### config.mk
export PLATFORM = sky130hd
export DESIGN_NAME = rgb_to_hsv_pixel_flat
export DESIGN_NICKNAME = d
export VERILOG_FILES = /design/src/sv/rth_pkg.sv /design/src/sv/rth_if.sv /design/src/sv/rgb_to_hsv_pixel.sv /design/src/flat_wrapper.sv
export SDC_FILE = /design/constraint.sdc
export NUM_CORES = 1
export LEC_CHECK = 0
export ABC_AREA = 0
export BUFFER_PORTS_ARGS = -buffer_cell sky130_fd_sc_hd__buf_4
export CORE_MARGIN = 5
export CORE_UTILIZATION = 40
export CTS_CLUSTER_SIZE = 30
export DETAILED_ROUTE_END_ITERATION = 16
export PLACE_DENSITY = 0.55
export SLEW_MARGIN = 15
export SYNTH_ARGS = -nofsm -noshare
export SYNTH_HDL_FRONTEND = slang
export SYNTH_SLANG_ARGS = --single-unit
### constraint.sdc
create_clock -name clk -period 5.2 [get_ports clk]
set_input_delay 0.26 -clock clk [delete_from_list [all_inputs] [get_ports clk]]
set_output_delay 0.26 -clock clk [all_outputs]
set_load 0.1 [all_outputs]
### src/sv/rth_pkg.sv
// Package for the RGB to HSV pixel converter.
// Holds the hue sector type, the divider stage record and the shared
// divide step. No dependencies.
package rth_pkg;

  // Number of divider stages; each retires two hue quotient bits and one
  // saturation quotient bit.
  localparam int unsigned DIV_STAGES = 8;

  // A full turn of hue in units of 1/64 degree.
  localparam logic [14:0] HUE_FULL = 15'd23040;

  // Which component is the largest, with red winning ties, then green.
  typedef enum logic [1:0] {
    SEC_RED,
    SEC_GREEN,
    SEC_BLUE
  } sector_t;

  // Payload carried through the divider stages.
  typedef struct packed {
    logic [7:0]  mx;     // largest component, also the saturation divisor
    logic [7:0]  delta;  // largest minus smallest, also the hue divisor
    logic        neg;    // hue numerator is negative
    logic        gray;   // all components equal
    logic [7:0]  hrem;   // hue partial remainder
    logic [15:0] hnum;   // hue dividend bits not yet shifted in
    logic [15:0] hquo;   // hue quotient bits so far
    logic [7:0]  srem;   // saturation partial remainder
    logic [7:0]  snum;   // saturation dividend bits not yet shifted in
    logic [7:0]  squo;   // saturation quotient bits so far
  } dstage_t;

  // One restoring division step. The remainder stays below the divisor,
  // so it fits in eight bits. Returns the quotient bit above the new
  // remainder.
  function automatic logic [8:0] div_step(input logic [7:0] rem, input logic nb,
                                          input logic [7:0] dsr);
    logic [8:0] t;
    logic [8:0] res;
    t = {rem, nb};
    if (t >= {1'b0, dsr}) begin
      res = {1'b1, 8'(t - {1'b0, dsr})};
    end else begin
      res = {1'b0, t[7:0]};
    end
    return res;
  endfunction

endpackage

### src/sv/rth_if.sv
// Valid/ready channel interfaces for the RGB to HSV pixel converter.
// rth_rgb_if carries one input pixel, rth_hsv_if one converted pixel.
// No dependencies.
interface rth_rgb_if;
  logic       valid;
  logic       ready;
  logic [7:0] red;
  logic [7:0] green;
  logic [7:0] blue;

  modport source (output valid, output red, output green, output blue, input ready);
  modport sink (input valid, input red, input green, input blue, output ready);
endinterface

interface rth_hsv_if;
  logic        valid;
  logic        ready;
  logic [14:0] hue;
  logic [7:0]  saturation;
  logic [7:0]  brightness;
  logic        gray;

  modport source (output valid, output hue, output saturation, output brightness,
                  output gray, input ready);
  modport sink (input valid, input hue, input saturation, input brightness,
                input gray, output ready);
endinterface

### src/sv/rgb_to_hsv_pixel.sv
// Top level of the RGB to HSV pixel converter: a fully pipelined datapath.
// Depends on rth_pkg and the channel interfaces in rth_if.sv.
//
// Usage: pixels arrive on the rgb channel (valid/ready, 8-bit red, green,
// blue) and leave on the hsv channel (valid/ready, 15-bit hue in 1/64
// degree, 8-bit saturation, 8-bit brightness and a gray flag). An item is
// taken at a rising edge where valid and ready are both high.
// Throughput is one item per clock while the receiver takes results. There
// are eleven register stages, and the first of them loads at the accepting
// edge itself: one stage finds the largest and smallest component, one forms
// the hue numerator and both dividends, eight divider stages each retire two
// hue and one saturation quotient bits, and one stage corrects the hue sign
// and registers the result.
// Every stage has its own valid bit and loads when it is empty or when the
// stage after it moves, so bubbles close up and a stalled receiver only
// backs up the stages that hold items; rgb.ready drops once all are full.
// A result held on the hsv channel stays stable until taken.
// Reset (synchronous, active high) empties every stage; no result is shown
// in the cycle after reset and rgb.ready is high.
module rgb_to_hsv_pixel (
  input logic        clk,
  input logic        rst,
  rth_rgb_if.sink    rgb,
  rth_hsv_if.source  hsv
);
  import rth_pkg::*;

  // Stage A: extremes, sector and signed component difference.
  logic              a_v;
  logic [7:0]        a_mx;
  logic [7:0]        a_delta;
  sector_t           a_sec;
  logic signed [8:0] a_diff;

  // Stage B (index 0) and the divider stages (1 to DIV_STAGES).
  logic [DIV_STAGES:0] vs;
  dstage_t             st      [DIV_STAGES+1];
  dstage_t             st_next [DIV_STAGES+1];

  // Output register.
  logic        vo;
  logic [14:0] o_hue;
  logic [7:0]  o_sat;
  logic [7:0]  o_bri;
  logic        o_gray;

  // Per-stage load enables.
  logic                rdy_a;
  logic [DIV_STAGES:0] rdy_s;
  logic                rdy_o;

  // Stage A combinational values.
  logic [7:0]        mx_c;
  logic [7:0]        mn_c;
  sector_t           sec_c;
  logic signed [8:0] diff_c;

  // Stage B combinational values.
  logic [10:0]        bd_c;
  logic signed [11:0] n_c;
  logic [10:0]        mag_c;
  logic [23:0]        hd_c;
  logic [15:0]        sd_c;
  dstage_t            b_next;

  // Output stage combinational values.
  logic [14:0] q_c;
  logic [14:0] hue_c;
  logic [7:0]  sat_c;

  // A stage may load when it is empty or its contents move on this edge.
  always_comb begin
    rdy_o             = !vo || hsv.ready;
    rdy_s[DIV_STAGES] = !vs[DIV_STAGES] || rdy_o;
    for (int k = DIV_STAGES - 1; k >= 0; k--) begin
      rdy_s[k] = !vs[k] || rdy_s[k+1];
    end
    rdy_a = !a_v || rdy_s[0];
  end

  assign rgb.ready = rdy_a;

  // Largest, smallest, and which component leads. Ties go to red, then green.
  always_comb begin
    mx_c = (rgb.red > rgb.green) ? rgb.red : rgb.green;
    mx_c = (mx_c > rgb.blue) ? mx_c : rgb.blue;
    mn_c = (rgb.red < rgb.green) ? rgb.red : rgb.green;
    mn_c = (mn_c < rgb.blue) ? mn_c : rgb.blue;
    if (rgb.red >= mx_c) begin
      sec_c  = SEC_RED;
      diff_c = $signed({1'b0, rgb.green}) - $signed({1'b0, rgb.blue});
    end else if (rgb.green >= mx_c) begin
      sec_c  = SEC_GREEN;
      diff_c = $signed({1'b0, rgb.blue}) - $signed({1'b0, rgb.red});
    end else begin
      sec_c  = SEC_BLUE;
      diff_c = $signed({1'b0, rgb.red}) - $signed({1'b0, rgb.green});
    end
  end

  // Hue numerator is (base * delta + diff) * 3840; its magnitude goes into
  // the divider and the sign rides alongside, which gives truncation toward
  // zero. 3840 is 4096 - 256, and 255 is 256 - 1.
  always_comb begin
    unique case (a_sec)
      SEC_RED:   bd_c = '0;
      SEC_GREEN: bd_c = {2'b00, a_delta, 1'b0};
      SEC_BLUE:  bd_c = {1'b0, a_delta, 2'b00};
      default:   bd_c = '0;
    endcase
    n_c   = $signed({1'b0, bd_c}) + 12'(a_diff);
    mag_c = n_c[11] ? 11'(-n_c) : n_c[10:0];
    hd_c  = {1'b0, mag_c, 12'b0} - {5'b0, mag_c, 8'b0};
    sd_c  = {a_delta, 8'b0} - {8'b0, a_delta};

    b_next.mx    = a_mx;
    b_next.delta = a_delta;
    b_next.neg   = n_c[11];
    b_next.gray  = (a_delta == 8'd0);
    b_next.hrem  = hd_c[23:16];
    b_next.hnum  = hd_c[15:0];
    b_next.hquo  = '0;
    b_next.srem  = sd_c[15:8];
    b_next.snum  = sd_c[7:0];
    b_next.squo  = '0;
  end

  // Divider stages. The quotients fit their widths because the dividends
  // stay below divisor times two to the quotient width. A gray pixel
  // divides by zero here; its quotients are discarded at the output.
  always_comb begin
    dstage_t    s;
    logic [8:0] step;
    st_next[0] = b_next;
    for (int k = 1; k <= DIV_STAGES; k++) begin
      s = st[k-1];
      for (int b = 0; b < 2; b++) begin
        step   = div_step(s.hrem, s.hnum[15], s.delta);
        s.hrem = step[7:0];
        s.hquo = {s.hquo[14:0], step[8]};
        s.hnum = {s.hnum[14:0], 1'b0};
      end
      step       = div_step(s.srem, s.snum[7], s.mx);
      s.srem     = step[7:0];
      s.squo     = {s.squo[6:0], step[8]};
      s.snum     = {s.snum[6:0], 1'b0};
      st_next[k] = s;
    end
  end

  // A negative hue only happens in the red sector and is folded into
  // range by adding a full turn; a quotient of zero stays zero.
  always_comb begin
    q_c = st[DIV_STAGES].hquo[14:0];
    if (st[DIV_STAGES].gray) begin
      hue_c = '0;
      sat_c = '0;
    end else begin
      hue_c = (st[DIV_STAGES].neg && (q_c != 15'd0)) ? (HUE_FULL - q_c) : q_c;
      sat_c = st[DIV_STAGES].squo;
    end
  end

  // Valid bits.
  always_ff @(posedge clk) begin
    if (rst) begin
      a_v <= 1'b0;
      vs  <= '0;
      vo  <= 1'b0;
    end else begin
      if (rdy_a) begin
        a_v <= rgb.valid;
      end
      if (rdy_s[0]) begin
        vs[0] <= a_v;
      end
      for (int k = 1; k <= DIV_STAGES; k++) begin
        if (rdy_s[k]) begin
          vs[k] <= vs[k-1];
        end
      end
      if (rdy_o) begin
        vo <= vs[DIV_STAGES];
      end
    end
  end

  // Payload registers.
  always_ff @(posedge clk) begin
    if (rdy_a && rgb.valid) begin
      a_mx    <= mx_c;
      a_delta <= mx_c - mn_c;
      a_sec   <= sec_c;
      a_diff  <= diff_c;
    end
    for (int k = 0; k <= DIV_STAGES; k++) begin
      if (rdy_s[k]) begin
        st[k] <= st_next[k];
      end
    end
    if (rdy_o) begin
      o_hue  <= hue_c;
      o_sat  <= sat_c;
      o_bri  <= st[DIV_STAGES].mx;
      o_gray <= st[DIV_STAGES].gray;
    end
  end

  assign hsv.valid      = vo;
  assign hsv.hue        = o_hue;
  assign hsv.saturation = o_sat;
  assign hsv.brightness = o_bri;
  assign hsv.gray       = o_gray;

endmodule

### src/flat_wrapper.sv
// flat-port wrapper written by rule: the top's interface ports become plain ports
module rgb_to_hsv_pixel_flat import rth_pkg::*;
  (clk, rst, rgb_valid, rgb_red, rgb_green, rgb_blue, rgb_ready, hsv_valid, hsv_hue, hsv_saturation, hsv_brightness, hsv_gray, hsv_ready);
  rth_rgb_if rgb_i ();
  rth_hsv_if hsv_i ();
  input logic clk;
  input logic rst;
  input wire logic [$bits(rgb_i.valid)-1:0] rgb_valid;
  input wire logic [$bits(rgb_i.red)-1:0] rgb_red;
  input wire logic [$bits(rgb_i.green)-1:0] rgb_green;
  input wire logic [$bits(rgb_i.blue)-1:0] rgb_blue;
  output wire logic [$bits(rgb_i.ready)-1:0] rgb_ready;
  output wire logic [$bits(hsv_i.valid)-1:0] hsv_valid;
  output wire logic [$bits(hsv_i.hue)-1:0] hsv_hue;
  output wire logic [$bits(hsv_i.saturation)-1:0] hsv_saturation;
  output wire logic [$bits(hsv_i.brightness)-1:0] hsv_brightness;
  output wire logic [$bits(hsv_i.gray)-1:0] hsv_gray;
  input wire logic [$bits(hsv_i.ready)-1:0] hsv_ready;
  assign rgb_i.valid = rgb_valid;
  assign rgb_i.red = rgb_red;
  assign rgb_i.green = rgb_green;
  assign rgb_i.blue = rgb_blue;
  assign rgb_ready = rgb_i.ready;
  assign hsv_valid = hsv_i.valid;
  assign hsv_hue = hsv_i.hue;
  assign hsv_saturation = hsv_i.saturation;
  assign hsv_brightness = hsv_i.brightness;
  assign hsv_gray = hsv_i.gray;
  assign hsv_i.ready = hsv_ready;
  rgb_to_hsv_pixel u_core (.clk(clk), .rst(rst), .rgb(rgb_i), .hsv(hsv_i));
endmodule
# == Word level (Yosys, flattened, before mapping) ==
# Memories as Yosys holds them, arrays and structs flattened.
# Index checks and enable logic that the tools add are counted.
# op_classes
n_addsub,33
magnitude_cmp,30
eq_ne,2
n_mux,52
reduce_logical,26
# ops
cell,n
2-to-1 mux 9 bit,26
>= comparator 9 x 8 -> 1 bit,24
subtractor 8 bit,25
2-to-1 mux 8 bit,4
subtractor 8 x 8 -> 9 bit,3
subtractor 23 x 19 -> 24 bit,1
one-hot mux 10 bit (2 select lines),1
2-to-1 mux 1 bit,18
>= comparator 8 bit,2
greater-than comparator 8 bit,2
< comparator 8 bit,2
subtractor 16 x 8 -> 16 bit,1
2-to-1 mux 15 bit,1
nonzero test 15 bit,1
"subtractor 15 bit, first input constant",1
adder 11 x 9 -> 12 bit,1
zero test 1 bit,11
logical OR 1 bit,11
2-to-1 mux 11 bit,1
negator 11 bit,1
zero test 8 bit,1
"equality test 2 x 1 -> 1 bit, second input constant",1
"equality test 2 bit, second input constant",1
logical AND 1 bit,2
2-to-1 mux 2 bit,1
# word_totals
ff_bits,70
mem_bits_rw,738
out_inout_bits,34
word_cells,163
n_memories,1
# memory_table
name,words,word_bits,rd,rd_clocked_by_memory_dff,wr,line_no,source
u_core.st,9,82,9,0,9,rgb_to_hsv_pixel.sv:37,dstage_t st [DIV_STAGES+1];

# == Depth between registers and ports, before layout ==
# Gate-level depths: netlist (run 1).
# depth
word_depth,13
depth_mapped,27

# == Worst setup path after synthesis (run 1) ==
# OpenSTA, ideal clock, no wires.
# synth_path
path_kind,register to register
from,"register u_core.vo, in the netlist u_core.hsv.valid"
to,"memory u_core.st[0][10] in the netlist's numbering, enable pin"
t_arrival_ns,5.086
required_ns,4.609
path_slack_ns,-0.477
stages_incl_launch_ff,9
n_path_buf,0
period_less_slack_ns,5.677
cell_sequence,dfxtp_1 nor2b_1 and2_1 inv_1 nor2_1 and2_1 nand3_1 nor2_1 nand2_1
# synth_lines
element,line_no,source
"start, declared",rgb_to_hsv_pixel.sv:41,logic vo;
"start signal, assigned",rgb_to_hsv_pixel.sv:183,vo <= vs[DIV_STAGES];
"end, declared",rgb_to_hsv_pixel.sv:37,

==> results.txt, run 1 <==
----------------------------------------------------
[Status]
  Run status ... finished clean

[Worst setup path]
  Cell-by-cell listing of the critical path ... inv_2 > ha_1 > nor2b_1 > o21ai_1 > a21boi_1 > o21ai_1 > a21boi_1 > o21a_1 > o21ai_2 > nor2b_4 > buf_4 > mux2_2 > ha_1 > o21ai_1 > a21oi_1 > o21ai_1 > nand2b_1 > a21o_1 > a21o_1 > o21bai_1 > a221oi_4 > buf_6 > mux2_2
  Maximum single-stage delay on the critical path ... about 0.50 ns
  Kind of end point of the critical path ... flop
  Category of the critical setup timing path ... flop to flop
  Family with the most delay on the worst path ... compound AO/OA/AOI/OAI gates
  Data arrival at the endpoint of the critical path ... around 5.3 ns
  Slowest cell on crit path ... edfxtp_1
  R2R Setup Slk ... roughly 0.21 ns
  Critical Path Most Common Cell ... o21ai_1
  Crit path required time ... 5.53 ns
  Crit start category ... flop
  Crit path max fanout ... 7
  Worst path bufs/invs ... 3

[Global route]
  Antenna violations before repair ... 0
  Maximum number of pins on one net before global-route repair ... 55
  Overall Global Routing Usage ... roughly 14%
  Number of global-route vias before repair ... approximately 19,000
  Global route overflow ... 0
  Wire length of the first global-routing pass ... roughly 93 mm

[STA]
  Top achievable clock speed ... around 200 MHz
  Max-slew headroom ... a little over a fifth
  Slew at the pin with the worst max-slew slack ... approximately 1.2 ns
  Final min period ... around 5 ns
  Worst clock skew ... 0.03026 ns
  Share of the clock period used by the worst path after layout ... 95.89%
  Number of pins exceeding their max-slew limit in the final report ... 0
  Final setup violation count ... 0
  Worst Setup Slack, final ... between 0.2 and 0.25 ns
  Final-report hold violation count ... 0

[Floorplan]
  Die width ... approximately 280 um
  Number of placement rows ... 98
  Die Ht ... 278.0 um
  Area of the die ... 77,280 sq um
  Starting utilization of the core area ... 40.26%
  IO Pins ... 62
  Floorplan core area ... 71,360 sq um

[Routing]
  Vias after detailed routing ... roughly 18,000
  Post-detailed-routing wire length ... 55.60 mm
  Detail Route Antenna Nets ... 0
  Via-per-instance ratio ... a little under 5
  Initial detailed-routing violation count ... slightly below 800
  First-pass DRT Iterations ... 5
  Detailed-route DRC error count ... 0
  Final routed wire length divided by cell count ... between 15 and 20 um

[Layout]
  Nets ... between 2,000 and 3,000
  Final instance area ... 33,350 sq um
  Antenna diodes ... 0
  P&R area growth vs syn ... 16.08%
  Share of cells above drive strength 1 ... ~18%
  Filler Cell Count ... between 6,000 and 7,000

[Placed design]
  Final HPWL from detailed placement ... between 40 and 50 mm
  Post-Place Cell Area ... 31,070 sq um
  Buffers added on ports ... between 60 and 70
  Last weighted congestion value of the routability-driven placer ... around 0.85
  Post-placement worst setup slack ... -0.03095 ns

[Synthesis]
  Post-synthesis area per instance ... between 10 and 15 sq um
  Netlist area before placement ... 28,730 sq um
  Flip-flop and latch count after synthesis ... 500
  Sequential cell area fraction in the yosys report ... 51.88%
  Synth Instances ... between 2,000 and 2,500
  Number of enable flip-flop cells after synthesis ... between 400 and 500
  Async set-or-reset flop fraction in the synthesized netlist ... 0%
  Post-synth net total ... ~2,700
  Total number of yosys warnings ... 0
  Distinct cell type count of the synthesized netlist ... around 80
  Most frequently used flop master after synthesis ... edfxtp_1

[Clock tree]
  Clock Path Buffers ... 3
  CTS tree ... done
  Deepest level of the CTS H-tree ... 2
  Num Clock Sinks ... 500
  Master cell of the clock root buffer ... clkbuf_16
  Post-CTS clock slew at the launch and capture registers of the worst setup and hold paths ... 0.06 ns
  Clock buffers created by TritonCTS ... 56
  Worst-Skew Late Latency ... between 0.6 and 0.7 ns

[Hold path]
  Worst Hold Class ... input port to flop

[Run]
  Number of violations of the max-capacitance limit ... 0

----------------------------------------------------
## cell type report
cell class	instances	area, sq um	area share [%]
tap	950	1189	3.564
clock buffer	70	1524	4.570
sequential	500	14900	44.69
timing repair buffer	184	1449	4.345
multi-input combinational	1575	12720	38.14
clock inverter	35	442.9	1.328
inverter	299	1122	3.365
## repair_timing
action                                  CTS  global route
endpoints found under the setup margin   14            67
hold buffers                              4             0
gates resized for setup                   4            36
hold endpoints to repair                 11             0
setup buffers                             3            16
pin swaps                                 1             7
## cells by family (layout without fill, tap and decap cells)
kind of cell	after synthesis	count (layout)	share of synthesized area (%)
AO/OA/AOI/OAI	430	430	9.908
adder cells (fa/ha/maj)	291	291	13.27
buffers and inverters	329	588	4.329
AND/OR/NAND/NOR	525	525	9.137
XOR/XNOR	144	144	4.390
multiplexers	185	185	7.082
flip-flops	500	500	51.88
## per-layer routing
metal  vias to the layer above  track usage, %  part of all wire [%]
li1                       9067               -                     -
met1                      8545           16.96                    42
met2                       230           26.84                    52
met3                        87           2.533                   3.4
met4                         0           4.209                   2.8
met5                         -               0                     0
## layout by cell type (no fill, tap or decap), drive strengths merged, types with 70 or more instances in the layout
cell type,synthesis,final
edfxtp,489,489
inv,299,299
ha,268,268
buf,3,180
nor2,174,174
o21ai,151,151
mux2,137,137
nand2,92,92
a21oi,91,91
xnor2,86,86
nor2b,76,76
clkbuf,27,70
## worst reg2reg max path: stages, from the launching register on
cell and delay, ns:
edfxtp_1 0.50, inv_2 0.12, ha_1 0.25, nor2b_1 0.14
o21ai_1 0.17, a21boi_1 0.11, o21ai_1 0.20, a21boi_1 0.11
o21a_1 0.20, o21ai_2 0.13, nor2b_4 0.18, buf_4 0.17
mux2_2 0.36, ha_1 0.31, o21ai_1 0.12, a21oi_1 0.11
o21ai_1 0.13, nand2b_1 0.10, a21o_1 0.19, a21o_1 0.19
o21bai_1 0.19, a221oi_4 0.24, buf_6 0.16, mux2_2 0.34
## metrics by stage
step	utilization [%]	TNS, ns	hold slack (ns)	std cells
after floorplan	-	0	0.3291	2404
after global placement	43.54	0	0.4017	3485
after detailed placement	43.54	-0.2185	0.4045	3485
after CTS	46.41	0	0.03590	3597
after global routing	46.73	-0.1954	0.06490	3613
final	46.73	0	0.08490	3613
## path summary, 6_finish.rpt
| kind | from | end | cells past startpoint |
|---|---|---|---|
| min reg2reg | u_core.st[0][134] | u_core.st[0][218] | 0 |
| min | rgb_blue[6] | u_core.a_mx[6] | 2 |
| max | u_core.st[0][67] | u_core.st[0][144] | 23 |
| max reg2reg | u_core.st[0][67] | u_core.st[0][144] | 23 |
## registers in the layout, indices dropped and copies added (netlist names)
register	cells
u_core.hsv.saturation	8
u_core.a_delta	8
u_core.a_mx	8
u_core.hsv.hue	15
u_core.hsv.valid	1
u_core.hsv.brightness	8
u_core.st	430
u_core.hsv.gray	1
u_core.a_sec	2
u_core.a_diff	9
u_core.a_v	1
u_core.vs	9
## cells in the mapped netlist, drive strengths merged, types with 19 or more instances
master,instances,area (sq um)
edfxtp,489,14680
inv,299,1122
ha,268,3353
nor2,174,660.6
o21ai,151,755.7
mux2,137,1554
nand2,92,345.3
a21oi,91,455.4
xnor2,86,753.2
nor2b,76,475.5
xor2,58,508.0
a21o,50,375.4
mux2i,48,480.5
nand2b,39,246.5
a21boi,34,255.3
nand4,33,206.5
clkbuf,27,101.4
nand3,25,125.1
fa,23,460.4
o21a,19,142.6
Power of run 1 is left out: the tool's default activity adds up to more than one toggle a clock period on the data nets, which glitch-free logic cannot reach.
==> run 2, diff against run 1 <==
--- a/config.mk
+++ b/config.mk
@@ -12,6 +12,7 @@
 export CTS_CLUSTER_SIZE = 30
 export DETAILED_ROUTE_END_ITERATION = 16
 export PLACE_DENSITY = 0.55
+export SETUP_SLACK_MARGIN = 0.5
 export SLEW_MARGIN = 15
 export SYNTH_ARGS = -nofsm -noshare
 export SYNTH_HDL_FRONTEND = slang
==> results.txt, run 2 (synthesis gave the netlist of run 1 again) <==
----------------------------------------------------
[STA]
  Final min period ... 4.727 ns (-0.2586 ns)
  Max-slew headroom ... 24.41% (+3.2 points)
  Slew at the pin with the worst max-slew slack ... 1.130 ns (-0.03958 ns)
  Final-report hold violation count ... 0 (unchanged)
  Top achievable clock speed ... 211.5 MHz (+5.5%)
  Unrepaired setup endpoints after global routing ... true
  Worst clock skew ... 0.04007 ns (+0.009810 ns)
  Number of pins exceeding their max-slew limit in the final report ... 0 (unchanged)
  Share of the clock period used by the worst path after layout ... 90.91% (-5.0 points)
  Final setup violation count ... 0 (unchanged)
  TNS Setup ... 0 ns (unchanged)

[Clock tree]
  Clock buffers created by TritonCTS ... 56 (unchanged)
  Master cell of the clock root buffer ... clkbuf_16
  Worst-Skew Late Latency ... 0.61 ns (about the same)
  Clock Path Buffers ... 3 (unchanged)
  CTS tree ... done
  Post-CTS clock slew at the launch and capture registers of the worst setup and hold paths ... 0.06 ns (about the same)
  Num Clock Sinks ... 500 (unchanged)
  Deepest level of the CTS H-tree ... 2 (unchanged)

[Global route]
  Number of global-route vias before repair ... 19,150 (+1.4%)
  Maximum number of pins on one net before global-route repair ... 55 (unchanged)
  Antenna violations before repair ... 0 (unchanged)
  Layer with the highest usage ... met2
  Wire length of the first global-routing pass ... 93.09 mm (about the same)
  GRT met2 Usage ... 26.99% (+0.15 points)
  Overall Global Routing Usage ... 14.37% (about the same)
  Met3 global-route usage ... 1.963% (-0.57 points)
  Met1 layer usage reported by global route ... 16.87% (-0.088 points)
  Global route overflow ... 0 (unchanged)

[Worst setup path]
  Maximum single-stage delay on the critical path ... 0.48 ns (-0.02 ns)
  Category of the critical setup timing path ... flop to flop
  Crit start category ... flop
  Kind of end point of the critical path ... flop
  Slowest cell on crit path ... edfxtp_1
  Data arrival at the endpoint of the critical path ... 5.06 ns (-0.25 ns)
  Cell-by-cell listing of the critical path ... ha_4 > nor2b_4 > o21ai_2 > a21boi_2 > o21ai_2 > a21boi_2 > o21a_1 > o21ai_2 > nor2b_4 > mux2_4 > inv_2 > ha_4 > nor2b_1 > o21ai_1 > a21oi_2 > o21ai_1 > nand2b_1 > a21o_1 > a21o_1 > o21bai_4 > a221oi_4 > buf_12 > mux2_4
  Crit path max fanout ... 7 (unchanged)
  Family with the most delay on the worst path ... compound AO/OA/AOI/OAI gates
  Crit path required time ... 5.53 ns (about the same)
  Critical Path Most Common Cell ... o21ai_2
  Worst path bufs/invs ... 2 (-1)

[Hold path]
  Worst Hold Class ... input port to flop

[Layout]
  Filler Cell Count ... 6,238 (-3.3%)
  Commonest non-fill, non-tap cell in the layout ... edfxtp_1
  Share of cells above drive strength 1 ... 24.45% (+6.9 points)
  P&R area growth vs syn ... 22.07%
  Largest register FFs ... 430 (unchanged)
  Register ranked first by flip-flop count ... u_core.st
  Antenna diodes ... 0 (unchanged)
  Highest-count cells in the layout ignoring fill and taps ... 489 x edfxtp_1, 276 x inv_1, 236 x buf_4
  Final core utilization ... 49.14% (+2.4 points)
  Nets ... 3,010 (+2.6%)

[Routing]
  Vias after detailed routing ... 18,340 (+2.3%)
  Via-per-instance ratio ... 4.975 (+0.26%)
  Detailed-route DRC error count ... 0 (unchanged)
  First-pass DRT Iterations ... 5 (unchanged)
  Initial detailed-routing violation count ... 763 (-3.4%)
  Final routed wire length divided by cell count ... 15.54 um (+0.98%)
  Detail Route Antenna Nets ... 0 (unchanged)
  Post-detailed-routing wire length ... 57.28 mm (+3.0%)

[Placed design]
  Buffers added on ports ... 61 (unchanged)
  Last weighted congestion value of the routability-driven placer ... 0.8943 (+5.7%)
  Final HPWL from detailed placement ... 42.80 mm (-2.0%)

[Floorplan]
  Area of the die ... 77,280 sq um (unchanged)
  Die width ... 278.0 um (unchanged)
  Floorplan core area ... 71,360 sq um (unchanged)
  Number of placement rows ... 98 (unchanged)
  IO Pins ... 62 (unchanged)
  Starting utilization of the core area ... 40.26% (unchanged)
  Die Ht ... 278.0 um (unchanged)

[Status]
  Run status ... finished clean

[Run]
  Number of violations of the max-capacitance limit ... 0 (unchanged)

----------------------------------------------------
## run 2: changes by cell type in the layout (fill, tap and decap cells not counted), sizes merged
cell,delta
buf,+76
bufinv,+2
clkbuf,-2
clkinv,-1
dlygate4sd3,-1
inv,-1
## run 2: repair_timing
item / 4_1_cts / 5_1_grt
endpoints found under the setup margin: 68 / 81
pin swaps: 68 / 86
gates resized for setup: 65 / 134
hold buffers: 3 / 0
buffers inserted: 108 / 32
hold endpoints to repair: 11 / 0
## run 2: final cells by class
class	instances	area, sq um	area share (%)
tap	950	1189	3.389
timing repair buffer	259	2087	5.951
multi-input combinational	1575	13820	39.40
sequential	500	14900	42.50
inverter	299	1131	3.225
clock buffer	68	1478	4.214
clock inverter	35	464.2	1.324
## run 2: layer usage
layer  vias up  part of all wire, %  wire length (um)
li1       9222                    -                 -
met1      8797                   42             23910
met2       219                   52             29950
met3       101                  3.0              1708
met4         0                  3.0              1719
met5         -                    0                 0
## run 2: worst reg2reg max path: stages (launching register included)
cell and delay [ns]:
edfxtp_1 0.48, ha_4 0.29, nor2b_4 0.12, o21ai_2 0.16
a21boi_2 0.09, o21ai_2 0.20, a21boi_2 0.09, o21a_1 0.19
o21ai_2 0.16, nor2b_4 0.21, mux2_4 0.32, inv_2 0.06
ha_4 0.19, nor2b_1 0.12, o21ai_1 0.21, a21oi_2 0.10
o21ai_1 0.12, nand2b_1 0.09, a21o_1 0.16, a21o_1 0.19
o21bai_4 0.18, a221oi_4 0.29, buf_12 0.17, mux2_4 0.29
## run 2: final timing paths
check	startpoint	endpoint	slack, ns	cells past startpoint
max	u_core.st[0][56]	u_core.st[0][144]	0.47	23
min	rgb_blue[5]	u_core.a_mx[5]	0.11	2
max reg2reg	u_core.st[0][56]	u_core.st[0][144]	0.47	23
min reg2reg	u_core.st[0][229]	u_core.st[0][311]	0.39	0
## run 2: stage by stage
stage,setup WS (ns),instances,hold slack (ns),instance area [sq um]
floorplan,0.4020,2404,0.3291,29120
global placement,-0.01275,3440,0.4004,31080
detailed placement,-0.06512,3440,0.4045,31080
CTS,0.4963,3654,0.06910,34210
global route,0.2865,3686,0.08772,35070
finish,0.4725,3686,0.1105,35070
Power of run 2 is left out for the same reason.
==> run 3, diff against run 2 <==
==> constraint.sdc (replaced) <==
create_clock -name clk -period 5.2 [get_ports clk]
set_input_delay 1.04 -clock clk [delete_from_list [all_inputs] [get_ports clk]]
set_output_delay 1.04 -clock clk [all_outputs]
set_load 0.1 [all_outputs]
==> results.txt, run 3 (synthesis gave the netlist of run 1 again) <==
----------------------------------------------------
[Floorplan]
  Area of the die ... 77,280 sq um (unchanged)
  Number of placement rows ... 98 (unchanged)
  Die Ht ... 278.0 um (unchanged)
  IO Pins ... 62 (unchanged)
  Starting utilization of the core area ... 40.26% (unchanged)
  Floorplan core area ... 71,360 sq um (unchanged)
  Die width ... 278.0 um (unchanged)

[Worst setup path]
  Kind of end point of the critical path ... flop
  Crit path required time ... 5.64 ns (+0.11 ns)
  FF-to-FF path depth ... 25 (+8.7%)
  Data arrival at the endpoint of the critical path ... 5.52 ns (+0.46 ns)
  Crit start category ... input port
  Start of the worst register-to-register path ... u_core.st[0][313]
  Worst reg2reg endpoint ... u_core.st[0][387]
  Category of the critical setup timing path ... input port to flop
  R2R Setup Slk ... 0.48 ns (about the same)
  Crit path max fanout ... 7 (unchanged)

[Global route]
  Overall Global Routing Usage ... 14.80% (+0.42 points)
  Layer with the highest usage ... met2
  Global route overflow ... 0 (unchanged)
  Antenna violations before repair ... 0 (unchanged)
  Number of global-route vias before repair ... 19,760 (+3.2%)
  Met3 global-route usage ... 2.366% (+0.40 points)
  GRT met2 Usage ... 28.51% (+1.5 points)
  Wire length of the first global-routing pass ... 95.74 mm (+2.8%)
  Met1 layer usage reported by global route ... 16.47% (-0.40 points)
  Maximum number of pins on one net before global-route repair ... 55 (unchanged)

[STA]
  Number of pins exceeding their max-slew limit in the final report ... 0 (unchanged)
  Worst Hold Slack ... 0.3707 ns (+0.2602 ns)
  Worst Setup Slack, final ... 0.1205 ns (-0.3520 ns)
  Slew at the pin with the worst max-slew slack ... 1.148 ns (+0.01779 ns)
  Top achievable clock speed ... 196.9 MHz (-6.9%)
  Final-report hold violation count ... 0 (unchanged)
  Unrepaired setup endpoints after global routing ... true
  Worst clock skew ... 0.05479 ns (+0.01472 ns)
  Final setup violation count ... 0 (unchanged)
  Share of the clock period used by the worst path after layout ... 97.68% (+6.8 points)
  Final min period ... 5.080 ns (+0.3520 ns)
  Max-slew headroom ... 23.22% (-1.2 points)

[Layout]
  Share of cells above drive strength 1 ... 28.79% (+4.3 points)
  Filler Cell Count ... 6,154 (-1.3%)
  Highest-count cells in the layout ignoring fill and taps ... 489 x edfxtp_1, 321 x buf_4, 268 x inv_1
  P&R area growth vs syn ... 25.64%
  Total area of multi-input combinational cells ... 14,110 sq um (+2.1%)
  Post-Layout Cell Count ... 3,777 (+2.5%)
  Register ranked first by flip-flop count ... u_core.st
  Largest register FFs ... 430 (unchanged)
  Commonest non-fill, non-tap cell in the layout ... edfxtp_1
  Register area ... 14,910 sq um (about the same)
  Nets ... 3,099 (+3.0%)
  Antenna diodes ... 0 (unchanged)

[Hold path]
  Hold Path Sink ... u_core.st[0][354]
  Worst min-delay path startpoint ... u_core.st[0][270]
  Worst Hold Class ... flop to flop
  Worst hold path stage count ... 0 (-2)

[Routing]
  Final routed wire length divided by cell count ... 15.59 um (+0.34%)
  First-pass DRT Iterations ... 5 (unchanged)
  Detailed-route DRC error count ... 0 (unchanged)
  Post-detailed-routing wire length ... 58.90 mm (+2.8%)
  Initial detailed-routing violation count ... 773 (+1.3%)
  Via-per-instance ratio ... 4.979 (about the same)
  Vias after detailed routing ... 18,810 (+2.6%)
  Detail Route Antenna Nets ... 0 (unchanged)

[Status]
  Run status ... finished clean

[Placed design]
  Final HPWL from detailed placement ... 43.95 mm (+2.7%)
  Buffers added on ports ... 61 (unchanged)
  Placed Instances ... 3,528 (+2.6%)
  Post-placement worst setup slack ... -0.5257 ns (-0.4605 ns)
  Last weighted congestion value of the routability-driven placer ... 0.8829 (-1.3%)

[Clock tree]
  Deepest level of the CTS H-tree ... 2 (unchanged)
  Num Clock Sinks ... 500 (unchanged)
  Worst-Skew Late Latency ... 0.63 ns (+0.02 ns)
  Clock Path Buffers ... 3 (unchanged)
  Post-CTS clock slew at the launch and capture registers of the worst setup and hold paths ... 0.06 ns (about the same)
  Master cell of the clock root buffer ... clkbuf_16
  CTS tree ... done
  Clock buffers created by TritonCTS ... 55 (-1.8%)
  Post-CTS Hold Fix Bufs ... 0 (-3)

[Run]
  Number of violations of the max-capacitance limit ... 0 (unchanged)

----------------------------------------------------
-- run 3: how the worst max path moves through the flow --
| stage | startpoint | end | slack [ns] | depth (start not counted) |
|---|---|---|---|---|
| global placement | rgb_green[5] | u_core.a_diff[8] | -0.42 | 25 |
| CTS | rgb_green[5] | u_core.a_diff[0] | 0.19 | 24 |
| finish | rgb_green[2] | u_core.a_diff[0] | 0.12 | 26 |
| floorplan | rgb_green[2] | u_core.a_diff[8] | -0.38 | 26 |
| global route | rgb_green[2] | u_core.a_diff[0] | 0.04 | 26 |
| detailed placement | rgb_green[7] | u_core.a_diff[0] | -0.53 | 24 |
-- run 3: timing repair --
| item | 4_1_cts | 5_1_grt |
|---|---|---|
| setup endpoints to repair | 85 | 85 |
| pin swaps | 87 | 71 |
| gates resized for setup | 102 | 150 |
| buffers inserted | 100 | 44 |
| gates cloned | 0 | 1 |
-- run 3: metrics by stage --
step	setup TNS (ns)	util (%)	area, sq um
floorplan	-2.376	-	29190
global placement	-4.038	44.59	31820
detailed placement	-5.540	44.59	31820
CTS	0	49.10	35040
global route	0	50.58	36100
finish	0	50.58	36100
-- run 3: layout make-up --
cell class,instances,share of cell area [%]
timing repair buffer,349,7.858
sequential,500,41.29
tap,950,3.293
clock inverter,45,1.491
clock buffer,59,3.855
multi-input combinational,1575,39.08
inverter,299,3.127
-- run 3: metal layers --
metal | up-vias | routed length (um)
li1 | 9403 | -
met1 | 9041 | 23820
met2 | 231 | 31220
met3 | 132 | 1679
met4 | 0 | 2173
met5 | - | 0
-- run 3: critical path, cell delays in order --
cell	delay, ns
buf_8	0.08
clkinvlp_4	0.09
ha_4	0.29
and3b_2	0.23
o211ai_4	0.10
a31oi_4	0.23
buf_12	0.18
mux2i_4	0.27
ha_4	0.23
nand3_2	0.08
nor2_1	0.04
a32o_2	0.27
or2_4	0.26
nor2_2	0.08
a21o_1	0.15
ha_4	0.22
nor2b_4	0.13
a21oi_2	0.06
mux2i_1	0.16
a221oi_2	0.08
or2_1	0.27
a41oi_2	0.29
buf_6	0.15
buf_12	0.11
mux2_4	0.29
mux2i_1	0.14
Power of run 3 is left out for the same reason.
